## config.mk

```make
export PLATFORM = sky130hd
export DESIGN_NAME = scored_top_k_ranker
export DESIGN_NICKNAME = d
export VERILOG_FILES = /design/src/rtl/srk_pkg.sv /design/src/rtl/scored_top_k_ranker.sv /design/src/rtl/srk_front.sv /design/src/rtl/srk_queue.sv /design/src/rtl/srk_back.sv
export SDC_FILE = /design/constraint.sdc
export NUM_CORES = 1
export LEC_CHECK = 0
export BUFFER_PORTS_ARGS = -buffer_cell sky130_fd_sc_hd__buf_2
export CAP_MARGIN = 40
export CORE_AREA = 4 4 312 314
export CTS_CLUSTER_SIZE = 12
export DETAILED_ROUTE_END_ITERATION = 12
export DIE_AREA = 0 0 316 318
export GPL_ROUTABILITY_DRIVEN = 0
export PLACE_DENSITY = 0.43
export SKIP_CTS_REPAIR_TIMING = 1
export SLEW_MARGIN = 25
export SYNTH_ARGS = -nofsm -noshare
export SYNTH_HDL_FRONTEND = slang
export SYNTH_SLANG_ARGS = --single-unit
export TNS_END_PERCENT = 100
```

## constraint.sdc

```tcl
create_clock -name clk_i -period 23.3 [get_ports clk_i]
set_clock_uncertainty 0.1 [all_clocks]
set_input_delay 4.66 -clock clk_i [delete_from_list [all_inputs] [get_ports clk_i]]
set_output_delay 4.66 -clock clk_i [all_outputs]
set_load 0.005 [all_outputs]
```

## src/rtl/srk_pkg.sv

```systemverilog
`default_nettype none
// ----------------------------------------------------------------------------
// srk_pkg
// Shared types and constants of the scored top-K ranker.
// ----------------------------------------------------------------------------
package srk_pkg;

  localparam int MaxRanked = 8;
  localparam int IdxW      = (MaxRanked > 1) ? $clog2(MaxRanked) : 1;
  localparam int CntW      = $clog2(MaxRanked + 1);

  localparam int ScoreW    = 13;
  localparam int IdW       = 16;
  localparam int TimeW     = 40;
  localparam int RankW     = 3;
  localparam int InDataW   = 120;
  localparam int OutDataW  = 32;

  localparam int QDepth    = 4;
  localparam int QPtrW     = $clog2(QDepth);

  localparam logic [TimeW-1:0] WeekSeconds = TimeW'(7 * 24 * 60 * 60);

  localparam logic [2:0] TypeProfile    = 3'd1;
  localparam logic [2:0] TypeCorrection = 3'd2;

  typedef enum logic [1:0] {
    FuncOffer = 2'd0,
    FuncRead  = 2'd1,
    FuncClear = 2'd2
  } func_e;

  typedef enum logic [1:0] {
    CfgLimit = 2'd0,
    CfgTime  = 2'd1,
    CfgQuery = 2'd2
  } cfg_idx_e;

  typedef enum logic [1:0] {
    CmdInsert = 2'd0,
    CmdRead   = 2'd1,
    CmdClear  = 2'd2
  } cmd_op_e;

  typedef struct packed {
    cmd_op_e             op;
    logic [IdW-1:0]      id;
    logic [ScoreW-1:0]   score;
  } cmd_t;

  typedef enum logic {
    BackIdle = 1'b0,
    BackRead = 1'b1
  } back_state_e;

endpackage
`default_nettype wire

```

## src/rtl/scored_top_k_ranker.sv

```systemverilog
`default_nettype none
// ----------------------------------------------------------------------------
// scored_top_k_ranker
// Scores offered records and keeps the best ones in a ranked list.
// ----------------------------------------------------------------------------
// Channels: the slave stream carries one item per handshake; tuser selects
// offer, read-out or clear. Offers are scored in the front and, if positive
// and not expired, queued for the ranked list; read-outs and clears are
// queued as they are. The master stream returns ranked entries, rank 0
// first, with tlast on the final one; an empty list returns one item with
// tuser low. The cfg channel writes limit, current time and query flag and
// is always ready; write it only while the block is idle.
// Throughput: the front takes one item per cycle while the four-entry
// command queue has room. The back retires an offer (through the
// compare-and-shift row) or a clear per cycle while no read-out holds it;
// a read-out holds it until each listed entry (at least one) is emitted.
// A read-out item reaches tvalid through the queue and then the output register.
// Reset empties the list and queue and sets limit 8, time 0, no query.
// A stalled receiver holds the output register; the back then stops at the
// next read-out and the queue fills until the slave side deasserts tready.
// ----------------------------------------------------------------------------
module scored_top_k_ranker import srk_pkg::*; (
  input  wire logic                 clk_i,
  input  wire logic                 rst_ni,
  input  wire logic                 cfg_valid_i,
  output logic                      cfg_ready_o,
  input  wire logic [1:0]           cfg_index_i,
  input  wire logic [TimeW-1:0]     cfg_data_i,
  input  wire logic                 s_axis_tvalid,
  output logic                      s_axis_tready,
  // record_id, importance, overlap, contains_query, record_type,
  // creation time, expiry time, zero pad
  input  wire logic [InDataW-1:0]   s_axis_tdata,
  input  wire logic [1:0]           s_axis_tuser,   // func
  output logic                      m_axis_tvalid,
  input  wire logic                 m_axis_tready,
  output logic [OutDataW-1:0]       m_axis_tdata,   // rank, out_id, out_score
  output logic                      m_axis_tuser,   // valid_res
  output logic                      m_axis_tlast    // last
);

  logic            q_full, q_empty, push, pop;
  cmd_t            cmd, head;
  logic [CntW-1:0] limit;

  srk_front u_front (
    .clk_i         (clk_i),
    .rst_ni        (rst_ni),
    .cfg_valid_i   (cfg_valid_i),
    .cfg_ready_o   (cfg_ready_o),
    .cfg_index_i   (cfg_index_i),
    .cfg_data_i    (cfg_data_i),
    .s_axis_tvalid (s_axis_tvalid),
    .s_axis_tready (s_axis_tready),
    .s_axis_tdata  (s_axis_tdata),
    .s_axis_tuser  (s_axis_tuser),
    .q_full_i      (q_full),
    .push_o        (push),
    .cmd_o         (cmd),
    .limit_o       (limit)
  );

  srk_queue u_queue (
    .clk_i   (clk_i),
    .rst_ni  (rst_ni),
    .push_i  (push),
    .cmd_i   (cmd),
    .full_o  (q_full),
    .pop_i   (pop),
    .empty_o (q_empty),
    .head_o  (head)
  );

  srk_back u_back (
    .clk_i         (clk_i),
    .rst_ni        (rst_ni),
    .empty_i       (q_empty),
    .head_i        (head),
    .pop_o         (pop),
    .limit_i       (limit),
    .m_axis_tvalid (m_axis_tvalid),
    .m_axis_tready (m_axis_tready),
    .m_axis_tdata  (m_axis_tdata),
    .m_axis_tuser  (m_axis_tuser),
    .m_axis_tlast  (m_axis_tlast)
  );

endmodule
`default_nettype wire

```

## src/rtl/srk_front.sv

```systemverilog
`default_nettype none
// ----------------------------------------------------------------------------
// srk_front
// Holds the configuration, accepts items, scores offers and queues commands.
// ----------------------------------------------------------------------------
module srk_front import srk_pkg::*; (
  input  wire logic                 clk_i,
  input  wire logic                 rst_ni,
  input  wire logic                 cfg_valid_i,
  output logic                      cfg_ready_o,
  input  wire logic [1:0]           cfg_index_i,
  input  wire logic [TimeW-1:0]     cfg_data_i,
  input  wire logic                 s_axis_tvalid,
  output logic                      s_axis_tready,
  input  wire logic [InDataW-1:0]   s_axis_tdata,
  input  wire logic [1:0]           s_axis_tuser,
  input  wire logic                 q_full_i,
  output logic                      push_o,
  output cmd_t                      cmd_o,
  output logic [CntW-1:0]           limit_o
);

  logic [CntW-1:0]   lim_q, lim_d;
  logic [TimeW-1:0]  time_q, time_d;
  logic              query_q, query_d;

  logic [IdW-1:0]    rec_id;
  logic [7:0]        imp, ovl;
  logic              contains;
  logic [2:0]        rtype;
  logic [TimeW-1:0]  created, expires, age;
  logic              recent, expired, accept;
  logic [ScoreW-1:0] ovl20, score;

  assign cfg_ready_o   = 1'b1;
  assign s_axis_tready = !q_full_i;
  assign accept        = s_axis_tvalid && !q_full_i;

  always_comb begin
    lim_d   = lim_q;
    time_d  = time_q;
    query_d = query_q;
    if (cfg_valid_i) begin
      case (cfg_idx_e'(cfg_index_i))
        CfgLimit: begin
          // clamp the limit into 1..MaxRanked once, on write
          if (cfg_data_i[3:0] == 4'd0) lim_d = CntW'(1);
          else if (int'(cfg_data_i[3:0]) > MaxRanked) lim_d = CntW'(MaxRanked);
          else lim_d = CntW'(cfg_data_i[3:0]);
        end
        CfgTime:  time_d  = cfg_data_i;
        CfgQuery: query_d = cfg_data_i[0];
        default: ;
      endcase
    end
  end

  always_ff @(posedge clk_i or negedge rst_ni) begin
    if (!rst_ni) begin
      lim_q   <= CntW'(MaxRanked);
      time_q  <= '0;
      query_q <= 1'b0;
    end else begin
      lim_q   <= lim_d;
      time_q  <= time_d;
      query_q <= query_d;
    end
  end

  assign limit_o  = lim_q;

  assign rec_id   = s_axis_tdata[15:0];
  assign imp      = s_axis_tdata[23:16];
  assign ovl      = s_axis_tdata[31:24];
  assign contains = s_axis_tdata[32];
  assign rtype    = s_axis_tdata[35:33];
  assign created  = s_axis_tdata[75:36];
  assign expires  = s_axis_tdata[115:76];

  assign age      = time_q - created;
  assign recent   = (created != '0) && (time_q >= created) && (age < WeekSeconds);
  assign expired  = (expires != '0) && (time_q >= expires);
  assign ovl20    = (ScoreW'(ovl) << 4) + (ScoreW'(ovl) << 2);

  always_comb begin
    if (!query_q) begin
      score = ScoreW'(imp);
    end else if (ovl == 8'd0 && rtype != TypeProfile) begin
      score = '0;
    end else begin
      score = ScoreW'(imp) + ovl20
            + (contains ? ScoreW'(100) : ScoreW'(0))
            + ((rtype == TypeCorrection) ? ScoreW'(15) : ScoreW'(0))
            + (recent ? ScoreW'(10) : ScoreW'(0));
    end
  end

  always_comb begin
    push_o    = 1'b0;
    cmd_o.op  = CmdInsert;
    cmd_o.id  = rec_id;
    cmd_o.score = score;
    case (func_e'(s_axis_tuser))
      FuncOffer: push_o = accept && !expired && (score != '0);
      FuncRead: begin
        cmd_o.op = CmdRead;
        push_o   = accept;
      end
      FuncClear: begin
        cmd_o.op = CmdClear;
        push_o   = accept;
      end
      default: push_o = 1'b0;
    endcase
  end

endmodule
`default_nettype wire

```

## src/rtl/srk_queue.sv

```systemverilog
`default_nettype none
// ----------------------------------------------------------------------------
// srk_queue
// Short command queue between the front and the ranked list.
// ----------------------------------------------------------------------------
module srk_queue import srk_pkg::*; (
  input  wire logic clk_i,
  input  wire logic rst_ni,
  input  wire logic push_i,
  input  wire cmd_t cmd_i,
  output logic      full_o,
  input  wire logic pop_i,
  output logic      empty_o,
  output cmd_t      head_o
);

  cmd_t                mem_q [QDepth];
  logic [QPtrW-1:0]    wr_q, rd_q;
  logic [QPtrW:0]      cnt_q;

  assign full_o  = (cnt_q == (QPtrW+1)'(QDepth));
  assign empty_o = (cnt_q == '0);
  assign head_o  = mem_q[rd_q];

  always_ff @(posedge clk_i) begin
    if (push_i) mem_q[wr_q] <= cmd_i;
  end

  always_ff @(posedge clk_i or negedge rst_ni) begin
    if (!rst_ni) begin
      wr_q  <= '0;
      rd_q  <= '0;
      cnt_q <= '0;
    end else begin
      if (push_i) wr_q <= wr_q + QPtrW'(1);
      if (pop_i)  rd_q <= rd_q + QPtrW'(1);
      case ({push_i, pop_i})
        2'b10:   cnt_q <= cnt_q + (QPtrW+1)'(1);
        2'b01:   cnt_q <= cnt_q - (QPtrW+1)'(1);
        default: cnt_q <= cnt_q;
      endcase
    end
  end

endmodule
`default_nettype wire

```

## src/rtl/srk_back.sv

```systemverilog
`default_nettype none
// ----------------------------------------------------------------------------
// srk_back
// Ranked list with a compare-and-shift row, read-out sequencer and
// output register.
// ----------------------------------------------------------------------------
module srk_back import srk_pkg::*; (
  input  wire logic                  clk_i,
  input  wire logic                  rst_ni,
  input  wire logic                  empty_i,
  input  wire cmd_t                  head_i,
  output logic                       pop_o,
  input  wire logic [CntW-1:0]       limit_i,
  output logic                       m_axis_tvalid,
  input  wire logic                  m_axis_tready,
  output logic [OutDataW-1:0]        m_axis_tdata,   // rank, out_id, out_score
  output logic                       m_axis_tuser,   // valid_res
  output logic                       m_axis_tlast
);

  back_state_e       state_q, state_d;
  logic [ScoreW-1:0] score_q [MaxRanked];
  logic [IdW-1:0]    id_q    [MaxRanked];
  logic [ScoreW-1:0] score_d [MaxRanked];
  logic [IdW-1:0]    id_d    [MaxRanked];
  logic [CntW-1:0]   count_q, eff_cnt, ins_cnt;
  logic [IdxW-1:0]   ptr_q, ptr_d;
  logic [MaxRanked-1:0] take;

  logic              oval_q;
  logic              ores_q, olast_q;
  logic [RankW-1:0]  orank_q;
  logic [IdW-1:0]    oid_q;
  logic [ScoreW-1:0] oscore_q;

  logic              out_free, read_last, do_ins, do_clr, emit;
  logic              e_res, e_last;
  logic [RankW-1:0]  e_rank;
  logic [IdW-1:0]    e_id;
  logic [ScoreW-1:0] e_score;

  assign out_free  = !oval_q || m_axis_tready;
  assign read_last = (CntW'(ptr_q) + CntW'(1)) == count_q;

  // drop entries beyond a lowered limit before inserting
  assign eff_cnt = (count_q > limit_i) ? limit_i : count_q;
  assign ins_cnt = (eff_cnt < limit_i) ? eff_cnt + CntW'(1) : eff_cnt;

  for (genvar g = 0; g < MaxRanked; g++) begin : g_slot
    assign take[g] = (CntW'(g) < limit_i) &&
                     ((CntW'(g) < eff_cnt) ? (head_i.score > score_q[g])
                                           : (CntW'(g) == eff_cnt));
    if (g == 0) begin : g_first
      assign score_d[g] = take[g] ? head_i.score : score_q[g];
      assign id_d[g]    = take[g] ? head_i.id    : id_q[g];
    end else begin : g_rest
      assign score_d[g] = !take[g] ? score_q[g] :
                          (take[g-1] ? score_q[g-1] : head_i.score);
      assign id_d[g]    = !take[g] ? id_q[g] :
                          (take[g-1] ? id_q[g-1] : head_i.id);
    end
  end

  always_comb begin
    state_d = state_q;
    case (state_q)
      BackIdle: begin
        if (!empty_i && head_i.op == CmdRead && out_free && count_q > CntW'(1))
          state_d = BackRead;
      end
      BackRead: begin
        if (out_free && read_last) state_d = BackIdle;
      end
      default: state_d = BackIdle;
    endcase
  end

  always_comb begin
    pop_o   = 1'b0;
    do_ins  = 1'b0;
    do_clr  = 1'b0;
    emit    = 1'b0;
    e_res   = 1'b1;
    e_rank  = RankW'(ptr_q);
    e_id    = id_q[ptr_q];
    e_score = score_q[ptr_q];
    e_last  = read_last;
    ptr_d   = ptr_q;
    case (state_q)
      BackIdle: begin
        if (!empty_i) begin
          case (head_i.op)
            CmdInsert: begin
              pop_o  = 1'b1;
              do_ins = 1'b1;
            end
            CmdClear: begin
              pop_o  = 1'b1;
              do_clr = 1'b1;
            end
            CmdRead: begin
              if (out_free) begin
                pop_o  = 1'b1;
                emit   = 1'b1;
                e_rank = '0;
                if (count_q == '0) begin
                  e_res   = 1'b0;
                  e_id    = '0;
                  e_score = '0;
                  e_last  = 1'b1;
                end else begin
                  e_id    = id_q[0];
                  e_score = score_q[0];
                  e_last  = (count_q == CntW'(1));
                  ptr_d   = IdxW'(1);
                end
              end
            end
            default: pop_o = 1'b1;
          endcase
        end
      end
      BackRead: begin
        if (out_free) begin
          emit  = 1'b1;
          ptr_d = ptr_q + IdxW'(1);
        end
      end
      default: ;
    endcase
  end

  always_ff @(posedge clk_i or negedge rst_ni) begin
    if (!rst_ni) begin
      state_q <= BackIdle;
      count_q <= '0;
      ptr_q   <= '0;
      oval_q  <= 1'b0;
    end else begin
      state_q <= state_d;
      ptr_q   <= ptr_d;
      if (do_clr) count_q <= '0;
      else if (do_ins) count_q <= ins_cnt;
      if (emit) oval_q <= 1'b1;
      else if (m_axis_tready) oval_q <= 1'b0;
    end
  end

  always_ff @(posedge clk_i) begin
    if (do_ins) begin
      for (int i = 0; i < MaxRanked; i++) begin
        score_q[i] <= score_d[i];
        id_q[i]    <= id_d[i];
      end
    end
    if (emit) begin
      ores_q   <= e_res;
      orank_q  <= e_rank;
      oid_q    <= e_id;
      oscore_q <= e_score;
      olast_q  <= e_last;
    end
  end

  assign m_axis_tvalid = oval_q;
  assign m_axis_tdata  = {oscore_q, oid_q, orank_q};
  assign m_axis_tuser  = ores_q;
  assign m_axis_tlast  = olast_q;

  a_count_bound: assert property (@(posedge clk_i) disable iff (!rst_ni)
    count_q <= CntW'(MaxRanked))
    else $error("entry count above list size");

  a_ptr_bound: assert property (@(posedge clk_i) disable iff (!rst_ni)
    state_q == BackRead |-> CntW'(ptr_q) < count_q)
    else $error("read-out pointer past the list");

  a_clear: assert property (@(posedge clk_i) disable iff (!rst_ni)
    do_clr |=> count_q == '0)
    else $error("clear did not empty the list");

  a_emit: assert property (@(posedge clk_i) disable iff (!rst_ni)
    emit |=> m_axis_tvalid)
    else $error("emitted result not presented");

endmodule
`default_nettype wire

```

-- Word level (Yosys, flattened, before mapping)
Memories as Yosys holds them, arrays and structs flattened.
Cells that the tools add are included.
- flip-flop bits (word level): 95
- bits in writable memories: 356
- input bits: 169
- output and inout bits: 37
- logic and storage cells: 236
- memories: 3
- $add $sub $neg: 13
- order comparisons: 31
- equal/unequal tests: 26
- muxes and demuxes: 100
- bitwise gates (word level): 3
- reductions and logical operators: 45
- memory list (memory ; words ; bits a word ; read ports ; clocked after memory_dff ; write ports ; line ; RTL):
    u_back.id_q ; 8 ; 16 ; 8 ; 0 ; 8 ; srk_back.sv:23 ; logic [IdW-1:0] id_q [MaxRanked];
    u_queue.mem_q ; 4 ; 31 ; 1 ; 0 ; 1 ; srk_queue.sv:17 ; cmd_t mem_q [QDepth];
    u_back.score_q ; 8 ; 13 ; 9 ; 0 ; 8 ; srk_back.sv:22 ; logic [ScoreW-1:0] score_q [MaxRanked];
- operator list (cell ; count):
    2-to-1 mux 16 bit ; 20
    2-to-1 mux 13 bit ; 22
    > comparator 13 bit ; 8
    greater-or-equal comparator 40 bit ; 2
    nonzero test 40 bit ; 2
    less-than comparator 40 x 20 -> 1 bit, second input constant ; 1
    subtractor 40 bit ; 1
    adder 13 bit ; 3
    2-to-1 mux 1 bit ; 34
    less-than comparator 3 x 4 -> 1 bit, first input constant ; 8
    2-to-1 mux 4 bit ; 8
    2-to-1 mux 3 bit ; 9
    logical AND 1 bit ; 19
    == test 3 x 4 -> 1 bit, first input constant ; 4
    less-than comparator 1 x 4 -> 1 bit, first input constant ; 4
    less-than comparator 2 x 4 -> 1 bit, first input constant ; 4
    adder 12 x 10 -> 13 bit ; 1
    adder 8 x 13 -> 13 bit ; 1
    nonzero test 13 bit ; 1
    logical NOT 4 bit ; 3
    one-hot mux 3 bit (2 select lines) ; 2
    == test 2 x 1 -> 1 bit, second input constant ; 4
    == test 2 bit, second input constant ; 4
    == test 2 x 4 -> 1 bit, first input constant ; 2
    32 further kinds ; 51

-- Logic depth before layout (Yosys ltp)
Gate-level depths: netlist of the first run.
- depth after elaboration: 12
- gate-level depth with buffers: 34

-- Cells and area by module
From an unflattened synthesis of the first run, not the netlist that was laid out.
- cells, all modules: 2433
- area total of the unflattened synthesis: 29221.8 um^2
- modules (own cells, without submodules) (module ; times used ; cells an instance ; area an instance (um^2) ; sequential area each (um^2)):
    srk_back ; 1 ; 1415 ; 17593.1 ; 8212.9
    srk_front ; 1 ; 819 ; 6715.2 ; 1127.3
    srk_queue ; 1 ; 199 ; 4913.5 ; 3898.7

-- Least setup slack after synthesis of the first run
No wires, ideal clock.
- path kind: input-to-reg
- start: input s_axis_tdata[40]
- end: memory u_queue.mem_q[0][0] (netlist bit), enable pin
- library setup time: 0.464 ns
- arrival time: 11.940 ns
- setup slack: 10.796 ns
- cell stages on the path: 27
- path buffers: 0
- path through: inv_1 -> ha_1 -> o211ai_1 -> a21oi_1 -> o311ai_2 -> a21oi_1 -> a31oi_1 -> o41ai_1 -> mux2i_1 -> nand2_1 -> and4bb_1 -> fa_1 -> inv_1 -> fa_1 -> inv_1 -> ha_1 -> inv_1 -> fa_1 -> nand2b_1 -> a21boi_1 -> nor3_1 -> o32ai_1 -> nor3_1 -> o211ai_1 -> or4_4 -> a21oi_1 -> nor3b_1
- RTL lines (item ; line ; RTL):
    from (decl) ; scored_top_k_ranker.sv:33 ; input wire logic [InDataW-1:0] s_axis_tdata,
    to (decl) ; srk_queue.sv:17 ;

-- Worst setup path after layout of the first run
- start: input s_axis_tdata[55]
- end: register u_queue.cnt_q[2]
- word-level cells in the longest chain between the ends: 12
- ends and longest elaborated chain (item ; line ; RTL):
    subtractor 40 bit (tied with other cells) ; srk_front.sv:80 ; assign age = time_q - created;
    less-than comparator 40 x 20 -> 1 bit or logical AND 1 bit (tied branches) ; srk_front.sv:81 ; assign recent = (created != '0) && (time_q >= created) && (age < WeekSeconds);
    logical AND 1 bit * ; srk_front.sv:81 ;
    2-to-1 mux 4 bit * ; srk_front.sv:94 ; + (recent ? ScoreW'(10) : ScoreW'(0));
    adder 13 bit * ; srk_front.sv:94 ;
    2-to-1 mux 13 bit * ; srk_front.sv:88 ; end else if (ovl == 8'd0 && rtype != TypeProfile) begin
    2-to-1 mux 13 bit * ; srk_front.sv:86 ; if (!query_q) begin
    nonzero test 13 bit * ; srk_front.sv:104 ; FuncOffer: push_o = accept && !expired && (score != '0);
    logical AND 1 bit * ; srk_front.sv:104 ;
    one-hot mux 1 bit (2 select lines) * ; srk_front.sv:103 ; case (func_e'(s_axis_tuser))
    == test 2 x 1 -> 1 bit or == test 2 bit (tied branches) ; srk_queue.sv:37 ; case ({push_i, pop_i})
    one-hot mux 3 bit (2 select lines) or nonzero test 2 bit (tied branches) ; - ;
    to (signal assigned) ; srk_queue.sv:38 ; 2'b10: cnt_q <= cnt_q + (QPtrW+1)'(1);
    to (signal assigned) ; srk_queue.sv:39 ; 2'b01: cnt_q <= cnt_q - (QPtrW+1)'(1);
    to (signal assigned) ; srk_queue.sv:40 ; default: cnt_q <= cnt_q;
    to (decl) ; srk_queue.sv:19 ; logic [QPtrW:0] cnt_q;
Mark *: on every way between the ends. The rest lies on a longest branch, timed or not.
A chain may end at the register's enable or synchronous reset.

==> results of run 1 <==
==> area by class of cell <==
type / instances / area [um2] / share of cell area [%]
Multi-Input combinational cell: 1550 / 13900 / 42.6
Sequential cell: 451 / 13200 / 40.6
Tap cell: 1265 / 1580 / 4.85
Clock buffer: 69 / 1430 / 4.37
Timing Repair Buffer: 236 / 1300 / 3.98
Inverter: 228 / 856 / 2.62
Clock inverter: 32 / 318 / 0.973
Antenna cell: 4 / 10.0 / 0.0306
==> critical path: cells and delay by family <==
family          cells  cell delay [ns]
simple gates        9             2.52
compound gates     10             2.49
fa+ha+maj           7             2.04
buf+inv             6             0.39
xor+xnor            2             0.31
==> layout by cell type, fill, tap and decap left out, types with 24 or more instances in the layout <==
| master | instances |
|---|---|
| nand4_1 | 39 |
| nor2_1 | 69 |
| o21a_1 | 26 |
| buf_4 | 35 |
| a21o_1 | 40 |
| o311ai_1 | 28 |
| nand3_1 | 37 |
| inv_1 | 226 |
| clkbuf_16 | 55 |
| buf_2 | 199 |
| o21ai_0 | 66 |
| ha_1 | 223 |
| nor3_1 | 32 |
| nor4_1 | 30 |
| and2_1 | 43 |
| mux2i_1 | 37 |
| mux4_2 | 89 |
| a21oi_1 | 148 |
| mux2_2 | 201 |
| dfrtp_1 | 56 |
| edfxtp_1 | 390 |
| nand2_1 | 133 |
| nor2b_1 | 24 |
==> stage by stage <==
step	hold slack [ns]	util, %
finish	0.412	34.5
global route	0.425	34.5
CTS	0.409	34.5
floorplan	0.364	-
global placement	0.386	32.6
detailed placement	0.397	32.7
==> logic make-up after synthesis <==
logic type | count (synthesis) | synth area share, %
AND/OR/NAND/NOR | 479 | 8.74
AO/OA/AOI/OAI | 468 | 11.4
flip-flops | 451 | 46.8
multiplexers | 342 | 17.0
buffers and inverters | 329 | 4.51
adder cells (fa/ha/maj) | 236 | 10.8
XOR/XNOR | 24 | 0.744
other | 1 | 0.0133
==> final timing paths <==
path	end	from	depth (start not counted)	slack (ns)
max	u_queue.cnt_q[2]$_DFFE_PN0P_	s_axis_tdata[55]	34	11.34
min	u_front.time_q[0]$_DFFE_PN0P_	u_front.time_q[0]$_DFFE_PN0P_	1	0.41
max reg2reg	u_queue.cnt_q[2]$_DFFE_PN0P_	u_front.time_q[4]$_DFFE_PN0P_	32	15.11
min reg2reg	u_front.time_q[0]$_DFFE_PN0P_	u_front.time_q[0]$_DFFE_PN0P_	1	0.41
max in group asynchronous	u_front.time_q[10]$_DFFE_PN0P_	rst_ni	2	18.61
min in group asynchronous	u_back.m_axis_tvalid$_DFFE_PN0P_	rst_ni	1	3.86
==> state kept, by name (all words and copies together) (netlist names), 3 cells and up <==
signal / count
u_front.time_q: 40
u_queue.cnt_q: 3
u_queue.mem_q: 124
u_back.ptr_q: 3
u_back.oscore_q: 13
u_back.count_q: 4
u_back.score_q: 104
u_back.oid_q: 16
u_back.id_q: 128
u_front.limit_o: 4
u_back.orank_q: 3
==> power by group through the flow <==
stage	clock, mW	sequential, mW	combinational [mW]
final	0.843	1.28	2.14
after CTS	0.872	1.29	2.16
after detailed placement	0	1.30	2.15
after floorplan	0	1.24	1.49
after global placement	0	1.30	2.10
after global routing	0.908	1.30	2.35
==> routing by layer <==
layer  part of all wire [%]  track usage, %  vias up
li1                       -               -     9352
met1                     47            24.5    10055
met2                     46            27.8      511
met3                    4.9            2.70      116
met4                    2.5            4.38        2
met5                 0.0080               0        -
==> impl_metrics.env, run 1 <==
export IMPL_relSlewSlack_pct=44.5
export IMPL_synth_warnings=0
export IMPL_ys_types=90
export IMPL_clock_sinks=451
export IMPL_cp_start_kind="input port"
export IMPL_crit_slowest_cell="a21boi_0"
export IMPL_p_int_mw=2.55
export IMPL_port_buffers=200
export IMPL_switching_share_pct=40.3
export IMPL_worst_slack_ns=11.34
export IMPL_grt_overflow=0
export IMPL_post_dp_hpwl_um=60500
export IMPL_rows=113
export IMPL_criticalPathCategory="input port to flip-flop"
export IMPL_grt_max_degree=60
export IMPL_cp_max_fo=6
export IMPL_cts_path_max_buffers=3
export IMPL_p_comb_share_pct=50.1
export IMPL_dieArea_um2=100000
export IMPL_timing_fmax_ghz=0.0836
export IMPL_start_util_pct=29.9
export IMPL_fp_dieW_um=316
export IMPL_ir_drop_v=0.0000672
export IMPL_ant_nets=0
export IMPL_worst_pin_slew_ns=0.831
export IMPL_place_inst=3730
export IMPL_dpl_cell_area_um2=30900
export IMPL_cts_buffers=55
export IMPL_drv_slew=0
export IMPL_synth_seq_cells=451
export IMPL_syn_num_nets=2735
export IMPL_avgSynthCellArea_um2=12.1
export IMPL_core_um2=94600
export IMPL_clk_pin_slew_ns=0.06
export IMPL_seq_area_frac_synth_pct=46.8
export IMPL_htree_levels=2
export IMPL_nFillCells=9275
export IMPL_end_kind="flip-flop"
export IMPL_wl_per_cell_um=22.9
export IMPL_ios=206
export IMPL_cts_root_buf="clkbuf_16"
export IMPL_track_usage_pct=17.3
export IMPL_p_clk_share_pct=19.8
export IMPL_drt_first_pass_iters=5
export IMPL_crit_top_cell="inv_1"
export IMPL_fin_nets=2927
export IMPL_syn_inst=2330
export IMPL_status="finished, final reports clean"
export IMPL_ys_flop_type="edfxtp_1"
export IMPL_power_switching_mw=1.72
export IMPL_yosys_top_cells_count="390 x edfxtp_1, 226 x inv_1, 223 x ha_1"
export IMPL_grt_pass1_wl_um=132000
export IMPL_hold_viol_final=0
export IMPL_synth_top_area_share_pct=41.4
export IMPL_netlist_top_cells_area="edfxtp_1 41%, ha_1 9.9%, mux2_2 8.0%, mux4_2 7.1%, dfrtp_1 5.3%"
export IMPL_maxCapViolCount=0
export IMPL_setup_tns_ns=0
export IMPL_grt_pass1_vias=20683
export IMPL_rsz0062_at_grt="false"
export IMPL_num_vias=20036
export IMPL_netlist_area_um2=28300
export IMPL_crit_required_ns=23.76
export IMPL_postRouteWirelength_um=87800
export IMPL_period_share_pct=51.3
export IMPL_drive_gt1_share_pct=26.0
export IMPL_antenna_found_initial=3
export IMPL_powerDensity_nw_per_um2=131
export IMPL_async_reset_ff_share_pct=13.5
export IMPL_synth_edff_count=390
export IMPL_min_path_type="flip-flop to flip-flop"
export IMPL_cts_tree="yes"
export IMPL_syn_to_final_growth_pct=15.5
export IMPL_slowest_delay_ns=0.62
export IMPL_die_h_um=318
export IMPL_route_detailed_drc=0
export IMPL_vias_per_cell=5.22
export IMPL_drtIter0Drc=1408
export IMPL_clock_latency_ns=0.64
export IMPL_p_leak_nw=12.7
export IMPL_power_frac_seq_pct=30.1
export IMPL_final_cell_area_um2=32700
export IMPL_power_total_mw=4.26
export IMPL_layout_cells_non_filler=3835
export IMPL_yosys_cell_count_top_type="edfxtp_1"
export IMPL_synth_top_area_cell="edfxtp_1"
export IMPL_cp_arrival_ns=12.41
export IMPL_period_needed_ns=11.96
export IMPL_pre_cts_ws_ns=10.71
export IMPL_setup_viol=0
No activity file was read; power rests on OpenSTA's default activity.
==> run 2, diff against run 1 <==
- clock period: 23.3 -> 11.07 ns (I/O delays scaled with it)
==> run 2 against run 1 <==
Final area is 0.19% higher. Worst setup slack worse by 9.7 ns. Critical endpoint unchanged. Hold slack worse by 0.0065 ns. Wire length is 0.11% higher. Power is 110% higher. Critical path type unchanged. Via count is 0.64% higher. Global-route usage is 0.13 points lower. Sequential power is 110% higher. Critical path depth is 1 lower.
==> impl_metrics.env, run 2 (same netlist as run 1, synthesis figures left out) <==
export IMPL_status="finished, final reports clean"
export IMPL_period_share_pct=85.1
export IMPL_cts_buffers=54
export IMPL_crit_slowest_cell="or4_4"
export IMPL_largest_reg_flops=128
export IMPL_port_buffers=200
export IMPL_powerDensity_nw_per_um2=276
export IMPL_wl_per_cell_um=22.9
export IMPL_grt_max_degree=60
export IMPL_worst_pin_slew_ns=0.819
export IMPL_cp_arrival_ns=9.85
export IMPL_final_cell_mix="390 x edfxtp_1, 226 x inv_1, 223 x ha_1"
export IMPL_die_h_um=318
export IMPL_nFillCells=9395
export IMPL_drive_gt1_share_pct=25.9
export IMPL_maxCapViolCount=0
export IMPL_syn_to_final_growth_pct=15.8
export IMPL_cp_start_kind="input port"
export IMPL_ir_drop_v=0.000179
export IMPL_cts_root_buf="clkbuf_16"
export IMPL_end_kind="flip-flop"
export IMPL_cp_max_fo=11
export IMPL_route_detailed_drc=0
export IMPL_regMostFlops="u_back.id_q"
export IMPL_core_um2=94600
export IMPL_drtIter0Drc=1326
export IMPL_fin_util_pct=34.6
export IMPL_clock_sinks=451
export IMPL_period_needed_ns=9.42
export IMPL_postRouteWirelength_um=87900
export IMPL_htree_levels=2
export IMPL_crit_buf_inv=6
export IMPL_largestRegisters="u_back.id_q: 128 flops, u_queue.mem_q: 124 flops, u_back.score_q: 104 flops"
export IMPL_num_vias=20164
export IMPL_crit_start="s_axis_tdata[43]"
export IMPL_clock_latency_ns=0.63
export IMPL_crit_required_ns=11.50
export IMPL_start_util_pct=29.9
export IMPL_rows=113
export IMPL_vias_per_cell=5.26
export IMPL_setup_viol=0
export IMPL_clk_pin_slew_ns=0.06
export IMPL_hold_start="u_front.time_q[0]$_DFFE_PN0P_"
export IMPL_drt_first_pass_iters=6
export IMPL_track_usage_pct=17.2
export IMPL_crit_top_cell="inv_1"
export IMPL_cp_num_cells=33
export IMPL_fin_nets=2928
export IMPL_ant_nets=0
export IMPL_cts_path_max_buffers=3
export IMPL_antenna_found_initial=4
export IMPL_min_delay_path_depth=1
export IMPL_power_total_mw=9.03
export IMPL_p_leak_nw=12.7
export IMPL_timing_fmax_ghz=0.106
export IMPL_post_dp_hpwl_um=60600
export IMPL_reg2regPathDepth=32
export IMPL_grt_overflow=0
export IMPL_cts_tree="yes"
export IMPL_r2r_start="u_front.time_q[4]$_DFFE_PN0P_"
export IMPL_setup_tns_ns=0
export IMPL_ios=206
export IMPL_final_common_cell="edfxtp_1"
export IMPL_min_path_type="flip-flop to flip-flop"
export IMPL_crit_family="compound AO/OA/AOI/OAI gates"
export IMPL_relSlewSlack_pct=45.4
export IMPL_criticalPathCategory="input port to flip-flop"
export IMPL_dieArea_um2=100000
export IMPL_rsz0062_at_grt="false"
export IMPL_grt_pass1_vias=20783
export IMPL_fp_dieW_um=316
export IMPL_hold_viol_final=0
export IMPL_drv_slew=0
export IMPL_grt_pass1_wl_um=131000
export IMPL_slowest_delay_ns=0.58
==> run 2: cell count changes in the layout (fill, tap and decap cells not counted) <==
cell        before  now
clkinv_1         8   11
clkinv_16        2    1
clkbuf_1        14   11
clkinvlp_4       4    6
buf_4           35   36
buf_6            0    1
clkinv_2        12    5
inv_6            1    0
inv_16           0    1
bufinv_16        4    7
diode_2          4    1
==> run 2: cell type report <==
type	instances	area (um2)	area share, %
well taps	1265	1580	4.84
inverters	228	856	2.61
clock buffers	66	1420	4.33
diodes	1	2.50	0.00765
multi-input cells	1550	13900	42.5
clock inverters	32	380	1.16
flip-flops and latches	451	13200	40.5
repair buffers	238	1320	4.03
==> run 2: power by group <==
group	internal, mW	switching (mW)
sequential	2.47	0.241
combinational	1.88	2.61
clock	1.07	0.753
==> run 2: final timing paths <==
kind | to | slack [ns]
min in group asynchronous | u_front.limit_o[1]$_DFFE_PN0P_ | 1.46
max in group asynchronous | u_front.time_q[6]$_DFFE_PN0P_ | 8.82
worst max-delay path | u_queue.cnt_q[2]$_DFFE_PN0P_ | 1.65
worst min register to register | u_front.time_q[0]$_DFFE_PN0P_ | 0.41
worst max register to register | u_queue.cnt_q[2]$_DFFE_PN0P_ | 2.98
worst min-delay path | u_front.time_q[0]$_DFFE_PN0P_ | 0.41
==> run 2: metal layers <==
| metal | GRT usage, % | wire, um | up-vias |
|---|---|---|---|
| li1 | - | - | 9325 |
| met1 | 24.5 | 41700 | 10215 |
| met2 | 27.6 | 40200 | 491 |
| met3 | 2.53 | 3910 | 129 |
| met4 | 3.98 | 1980 | 4 |
| met5 | 0 | 26 | - |
==> run 2: through the flow <==
step / cells / setup slack, ns / hold slack (ns) / cell area [um2]
2_1_floorplan: 2330 / 1.01 / 0.364 / 28300
3_3_place_gp: 3729 / 0.965 / 0.387 / 30900
3_5_place_dp: 3731 / 0.987 / 0.400 / 30900
4_1_cts: 3829 / 1.63 / 0.412 / 32700
5_1_grt: 3830 / 0.994 / 0.423 / 32700
6_report: 3831 / 1.65 / 0.405 / 32700
